===== src/design/kvbt_ram.sv =====
// generic single-write, single-read ram with registered read data
`timescale 1ns / 1ps
`default_nettype none
module kvbt_ram #(
   parameter int WIDTH = 8,
   parameter int DEPTH = 16
) (
   input  wire logic                     clock,
   input  wire logic                     we,
   input  wire logic [$clog2(DEPTH)-1:0] waddr,
   input  wire logic [WIDTH-1:0]         wdata,
   input  wire logic                     re,
   input  wire logic [$clog2(DEPTH)-1:0] raddr,
   output logic      [WIDTH-1:0]         rdata
);

   logic [WIDTH-1:0] mem [DEPTH];

   // write port
   always_ff @(posedge clock) begin
      if (we) begin
         mem[waddr] <= wdata;
      end
   end

   // read port, data holds while re is low
   always_ff @(posedge clock) begin
      if (re) begin
         rdata <= mem[raddr];
      end
   end

endmodule
`default_nettype wire

===== config.mk =====
export PLATFORM = sky130hd
export DESIGN_NAME = kvbt_ram
export DESIGN_NICKNAME = d
export VERILOG_FILES = /design/src/design/kvbt_ram.sv
export SDC_FILE = /design/constraint.sdc
export NUM_CORES = 1
export LEC_CHECK = 0
export ABC_AREA = 1
export BUFFER_PORTS_ARGS = -buffer_cell sky130_fd_sc_hd__buf_2
export CORE_MARGIN = 3
export CORE_UTILIZATION = 50
export CTS_BUF_LIST = sky130_fd_sc_hd__clkbuf_8
export DETAILED_ROUTE_END_ITERATION = 7
export PLACE_DENSITY = 0.64
export SLEW_MARGIN = 20
export SYNTH_ARGS = -nofsm -noshare
export SYNTH_HDL_FRONTEND = slang
export SYNTH_SLANG_ARGS = --single-unit

===== constraint.sdc =====
create_clock -name clock -period 1.56 [get_ports clock]
set_input_delay 0.39 -clock clock [delete_from_list [all_inputs] [get_ports clock]]
set_output_delay 0.39 -clock clock [all_outputs]
set_load 0.05 [all_outputs]

==> results.md, run 1 <==
Outcome:
- The flow ran to the end, and the final reports show no timing, DRC or antenna violations.

Finish:
- The final cell count without fillers is 750.
- Compared with the post-synthesis result, the final layout area differs by 14.0%.
- The sequential cell area is 0.00408 mm2.
- The number of filler instances in the final layout is 942.
- The core occupancy in the finished layout is 0.599.
- Of the cells placed in the final design, the portion with a size suffix greater than 1 is 0.136.
- The final layout contains 616 nets.
- The repair_antennas step left the layout with diodes totalling 0.
- The multi-input combinational cell area is 0.00121 mm2.

GRT:
- The number of global-route vias before repair is 3611.
- Entering global routing, the biggest net connects 45 pins.
- The combined global-route utilization of all metal layers is 0.200.
- The first global-routing pass estimated 19.3 mm of wire.
- The number of antenna violations at the first check in global routing is 0.
- Global routing finished with a remaining overflow of 0.

Timing:
- Based on the critical path, the design can be clocked at up to 671 MHz.
- The transition time at the pin with the least slew margin is 639 ps.
- The worst hold slack across all endpoints is 340 ps.
- Of the available clock period, the critical path in the final layout requires 0.955.
- The final hold violation count was 0.
- Setup repair after global routing left no endpoint under its margin.
- The count of endpoints failing setup in the final report is 0.
- The number of max-slew violations in the final report came to 0.
- The worst path in the final design needs a cycle of 1490 ps, including I/O delays and setup.
- Across the routed clock network, the largest skew measured is 11.8 ps.
- The worst pin sits at a relative slew slack of 0.574.

Detailed routing:
- After detailed routing, the average wire length per cell comes to 16.5 um.
- The via total after detailed routing is 3718.
- The number of nets still failing antenna checks after routing is 0.
- The routed wire length is 12.3 mm.
- The number of DRC markers after the initial detailed-route iteration is 304.
- In the routed layout, each cell is associated on average with a via count of 4.96.
- The number of iterations in the first detailed-routing pass is 5.
- For this run, design rule violations remaining after detail routing come to 0.

Critical path:
- In this run the worst path has a maximum fanout of 1.
- Walking the worst path, the cells encountered are buf_2.
- The combined buffer and inverter count along the critical path is 1.
- Among all stages on the critical path, the largest delay is contributed by edfxtp_1.
- STA puts the critical path data required time at 1170 ps.
- Data arrives at the worst endpoint at 1100 ps.
- The largest single stage delay on the critical path is 390 ps.
- The critical path is of the reg -> out type.
- On the critical path the largest part of the delay comes from flip-flops.
- In this run the register-to-register setup slack is 450 ps.
- STA classifies the critical path endpoint as an output pin.
- The nature of the critical path startpoint is a flip-flop.

Clock tree:
- The number of hold buffers added after CTS is 0.
- The CTS tree is done.
- The total number of H-tree levels is 4.
- The number of gates resized after CTS is 0.
- The cell at the root of the clock tree is clkbuf_8.
- Clock-pin slew was measured on the worst setup and hold paths at 80 ps.
- The tree built by TritonCTS fans out to 136 sinks.
- After clock tree synthesis, the setup repair step added 0 buffers.
- No sink is reached through more buffers than the 2 on the longest clock path.
- The clock buffer count from CTS is 17.
- The worst-skew pair later-pin latency is 430 ps.

Power and ir drop:
- The leakage power total is 2.90 nW.
- The worst voltage drop across the vdd grid is 0.000588 V.
- The design draws 7.88 mW.
- The power density relative to cell area is 1180 mW/mm2.

Min path:
- The min-delay analysis places its worst path in the category in -> reg.

Logic synthesis:
- The mapped cell area is 0.00585 mm2.
- Sorting the synthesized cells by area gives the leading types as edfxtp_1 70%, nand2_1 11%, nand3_1 8.3%.
- Counting every instance in the synthesized netlist gives 551.
- Sorting the synthesized cells by how often they occur yields 173 x nand2_1, 136 x edfxtp_1, 100 x inv_1, 97 x nand3_1, 17 x nor2_1.
- Yosys instantiated no cell more often than nand2_1.
- The post-synthesis register bit count is 136.
- The number of enable-type register cells in the synthesized netlist is 136.
- The number of nets in the synthesized netlist is 570.
- The predominant post-synthesis flop cell is edfxtp_1.
- For this run, the register share of the synthesized area comes to 0.698.
- Summed over all instances, the cell type with the most area after synthesis is edfxtp_1.
- The warning count from the yosys run is 0.
- Dividing the synthesized area by the synthesized cell count gives 10.6 um2.
- The proportion of netlist area held by the largest area contributor is 0.698.
- Counting flops with an async set or reset pin after synthesis yields a share of 0.
- Synthesis instantiated 11 different standard cells from the library.

Placement:
- Summed over all nets, the half-perimeter wirelength after detailed placement is 7.65 mm.
- Including well taps, the total number of placed cells is 718.
- Buffers placed on the I/O ports in this run total 26.
- Routability-driven placement finished with a final weighted congestion of 0.818.

Die:
- Measured along the x axis, the die boundary spans 114 um.
- The initial utilization of the core area, before any placement, comes to 0.526.
- During I/O placement, the number of pins put on the boundary was 27.
- The area of the core is 0.0111 mm2.
- In this run the vertical extent of the chip is 114 um.
- The die covers 0.0130 mm2.
- The number of rows created at floorplan is 38.

Flow run:
- Max-cap violations in this run came to 0.
-- final timing paths --
kind,cells past startpoint,endpoint,startpoint
setup / recovery,1,rdata[3],rdata[3]
hold / removal,1,mem[13][3],wdata[3]
setup reg to reg,6,rdata[1],mem[9][1]
hold reg to reg,6,rdata[5],mem[2][5]
-- area by class of cell --
| cell class | count | area share |
|---|---|---|
| clock buffer | 17 | 0.0351 |
| clock inverter | 15 | 0.0313 |
| inverter | 102 | 0.0574 |
| multi-input combinational | 289 | 0.182 |
| sequential | 136 | 0.613 |
| tap | 140 | 0.0263 |
| timing repair buffer | 51 | 0.0552 |
-- logic make-up after synthesis --
group	after synthesis	synth area share
simple gates	289	0.208
flops	136	0.698
buf+inv	126	0.0939
-- layer usage --
layer | wire (um) | track usage | up-vias
li1 | - | - | 1869
met1 | 5540 | 0.271 | 1757
met2 | 6090 | 0.323 | 82
met3 | 558 | 0.0412 | 10
met4 | 146 | 0.0689 | 0
met5 | 0 | 0 | -
-- registers in the layout, summed over array words and instances, names as in the netlist --
signal  count
mem       128
rdata       8
-- per-stage QoR --
step,worst slack (ps),TNS [ps],area [um2]
2_1_floorplan,219,0,5850
3_3_place_gp,-71.0,-175,6220
3_5_place_dp,-88.7,-219,6220
4_1_cts,49.2,0,6670
5_1_grt,29.3,0,6670
6_report,69.8,0,6670
-- power by group --
part           total [mW]  switching, mW  internal, mW
Combinational       0.550          0.391         0.159
Clock                3.19           1.31          1.88
Sequential           4.14         0.0231          4.11
-- layout by cell type (no fill, tap or decap) --
cell        synthesis  routed
inv_1             100     101
nand2_1           173     173
nand3_1            97      97
buf_4               4      21
clkinv_4            0       1
clkinvlp_4          0       3
buf_12              0       4
edfxtp_1          136     136
clkinv_1            0       1
nand3b_1            2       2
clkbuf_8            0      17
clkinv_2            0       4
buf_2              13      26
inv_2               2       2
nor2_1             17      17
bufinv_16           0       5
Note: power is estimated with default switching activity, not from simulation.
==> inputs of run 2 (changes only) <==
--- a/config.mk
+++ b/config.mk
@@ -7,11 +7,13 @@
 export LEC_CHECK = 0
 export ABC_AREA = 1
 export BUFFER_PORTS_ARGS = -buffer_cell sky130_fd_sc_hd__buf_2
+export CELL_PAD_IN_SITES_DETAIL_PLACEMENT = 2
+export CELL_PAD_IN_SITES_GLOBAL_PLACEMENT = 2
 export CORE_MARGIN = 3
-export CORE_UTILIZATION = 50
+export CORE_UTILIZATION = 42
 export CTS_BUF_LIST = sky130_fd_sc_hd__clkbuf_8
 export DETAILED_ROUTE_END_ITERATION = 7
-export PLACE_DENSITY = 0.64
+export PLACE_DENSITY = 0.78
 export SLEW_MARGIN = 20
 export SYNTH_ARGS = -nofsm -noshare
 export SYNTH_HDL_FRONTEND = slang
==> run 2 against run 1 <==
Clock power is 29% lower. Routed wire length is 42% higher. Setup slack better by 9.4 ps. Sequential share of layout area is 0.99 points higher. Core utilization is 11 points lower. Combinational power is 13% higher. Total power is 11% lower. Worst hold slack worse by 27 ps. Final cell count is 4.5% higher. Die area is 18% higher. Non-clock buffer count is 1 higher. Critical path type unchanged.
==> results.md, run 2 (same netlist as run 1, synthesis figures left out) <==
Detailed routing:
- The number of vias per cell after detailed routing came to 5.20 (+5.0%).
- The amount of wire on met3 after detailed routing was 511 um (-8.4%).
- The number of DRC markers after the initial detailed-route iteration is 370 (+22%).
- The number of nets still failing antenna checks after routing is 0 (unchanged).
- The residual DRC count is 0 (unchanged).
- The average wire length per cell after detail routing came to 22.4 um (+36%).
- The number of iterations in the first detailed-routing pass is 5 (unchanged).
- The top layer reached by signal wires is met4.
- The met1 routed wirelength after detailed routing is 7.90 mm (+43%).
- The met2 wirelength from detailed routing came to 8.81 mm (+45%).
- The routed wire length is 17.5 mm (+42%).
- The via total after detailed routing is 4080 (+9.7%).

Placement:
- The half-perimeter wire length after placement is 11.5 mm (+50%).
- The count of buffers inserted at the top-level ports is 26 (unchanged).
- The final estimated routing congestion in global placement was 0.796 (-2.6%).
- The post-placement cell area is 0.00628 mm2 (+0.84%).
- The total instance count after detailed placement is 755 (+5.2%).

Finish:
- In the final layout, the registers with the most flip-flops are mem x128, rdata x8.
- The final cell count without fillers is 784 (+4.5%).
- The final layout net count is 617 (+0.16%).
- The number of antenna repair diodes is 0 (unchanged).
- The post-route standard cell area excluding fillers is 0.00656 mm2 (-1.6%).
- More flip-flops sit in one register than any other, and that register is mem.
- The fraction of final layout cells with drive strength greater than 1 is 0.123 (-0.0127).
- The most common cell after layout, fill and taps aside is nand2_1.
- The number of flip-flops in the largest register is 128 (unchanged).
- The number of filler instances in the final layout is 1429 (+52%).
- Compared with the post-synthesis result, the final layout area differs by 12.2%.
- The library cells used most frequently in the layout, excluding fill and tap cells, are 173 x nand2_1, 136 x edfxtp_1, 104 x inv_1.

GRT:
- The number of global-route vias before repair is 4521 (+25%).
- The maximum number of pins on one net before global-route repair came to 43 (-4.4%).
- The wire length of the first global-routing pass is 26.9 mm (+39%).
- The combined global-route utilization of all metal layers is 0.246 (+0.0463).
- The number of antenna violations at the first check in global routing is 1 (+1).
- The residual overflow from global routing is 0 (unchanged).

Power and ir drop:
- The leakage power total came to 2.85 nW (-1.7%).
- The post-route total power is 7.04 mW (-11%).
- The power density relative to cell area is 1070 mW/mm2 (-9.2%).
- The worst voltage drop across the vdd grid is 0.000670 V (+14%).

Timing:
- The worst setup skew after layout is 8.84 ps (-2.95 ps).
- The number of max-slew violations in the final report is 0 (unchanged).
- Setup repair after global routing left no endpoint under its margin.
- The final hold violation count was 0 (unchanged).
- The setup total negative slack is 0 ps (unchanged).
- The portion of the clock cycle consumed by the worst path in the final layout is 0.949 (-0.00601).
- The count of endpoints failing setup in the final report is 0 (unchanged).
- The transition time at the pin with the least slew margin came to 659 ps (+20.0 ps).
- The final critical path time including I/O delays and setup is 1480 ps (-9.38 ps).
- The highest attainable clock frequency is 675 MHz (+0.63%).
- The worst max-slew margin expressed relative to the limit is 0.560 (-0.0134).

Critical path:
- The combined buffer and inverter count along the critical path was 1 (unchanged).
- The slowest stage of the critical path is the edfxtp_1 cell.
- The required arrival time at the worst endpoint is 1170 ps (about the same).
- The arrival time at the worst endpoint is 1090 ps (about the same).
- Traced cell by cell, the critical path runs through buf_2.
- The peak fanout along the critical path is 1 (unchanged).
- The worst setup path is launched from a flip-flop.
- The biggest cell delay along the critical path is 420 ps (+30 ps).
- The family with the most delay on the worst path is flip-flops.
- STA classifies the critical path endpoint as an output pin.
- The critical setup path kind is reg -> out.

Die:
- The area of the core came to 0.0135 mm2 (+21%).
- The number of rows created at floorplan was 42 (+11%).
- The die height came to 124 um (+8.6%).
- The initial core utilization is 0.435 (-0.0909).
- The die area is 0.0154 mm2 (+18%).
- The number of I/O pins is 27 (unchanged).
- The width of the die is 124 um (+8.6%).

Clock tree:
- The number of gates resized after CTS is 0 (unchanged).
- The sink count of the clock tree is 136 (unchanged).
- The number of hold buffers added after CTS is 0 (unchanged).
- The tree is rooted in a clkbuf_8.
- TritonCTS built the clock tree.
- The number of setup buffers added after CTS is 0 (unchanged).
- The total number of H-tree levels is 4 (unchanged).
- The clock buffer count from CTS is 17 (unchanged).
- The CTS clock-pin slew for the worst setup and hold paths is 70 ps (about the same).
- The maximum clock insertion buffer count is 2 (unchanged).
- The worst-skew pair later-pin latency is 440 ps (about the same).

Flow run:
- The reported max-cap violation count came to 0 (unchanged).

Outcome:
- The run finished with clean final reports.

Min path:
- The path category of the worst min-delay check is in -> reg.
## run 2: cell count changes in the layout (fill, tap and decap cells not counted), sizes merged
cell and change:
buf +1, inv +3, clkinv +2, clkinvlp -3
bufinv -5
## run 2: report_power, final
group / internal, mW / leakage (nW) / total [mW] / switching [mW]
logic: 0.161 / 1.45 / 0.620 / 0.459
registers: 4.11 / 1.24 / 4.14 / 0.0283
clock network: 1.01 / 0.165 / 2.27 / 1.27
## run 2: layer usage
layer | track usage | vias to the layer above
li1 | - | 1868
met1 | 0.327 | 2107
met2 | 0.416 | 83
met3 | 0.0391 | 22
met4 | 0.0801 | 0
met5 | 0 | -
## run 2: stage by stage
| step | util | setup WS (ps) | hold slack (ps) |
|---|---|---|---|
| floorplan | - | 219 | 489 |
| global placement | 0.467 | -121 | 751 |
| detailed placement | 0.467 | -148 | 753 |
| CTS | 0.488 | 36.4 | 283 |
| global route | 0.488 | 16.0 | 286 |
| finish | 0.488 | 79.2 | 312 |
## run 2: worst paths after layout
path,startpoint,to,slack (ps),depth (start not counted)
worst max register to register,mem[4][4],rdata[4],340,6
worst min register to register,mem[6][7],rdata[7],790,6
worst min-delay path,re,rdata[2],310,1
worst max-delay path,rdata[4],rdata[4],80,1
## run 2: area by class of cell
| type | instances | area (um2) | area share |
|---|---|---|---|
| sequential | 136 | 4080 | 0.623 |
| multi-input combinational | 289 | 1210 | 0.185 |
| inverter | 102 | 383 | 0.0584 |
| timing repair buffer | 52 | 375 | 0.0572 |
| clock buffer | 17 | 234 | 0.0357 |
| tap | 176 | 220 | 0.0336 |
| clock inverter | 12 | 50.0 | 0.00763 |
## run 2: worst reg2reg max path, stage by stage (launching register included)
cell,delay (ps)
edfxtp_1,380
inv_1,90
nand2_1,70
nand3_1,110
nand3_1,140
nand3_1,130
nand2_1,70
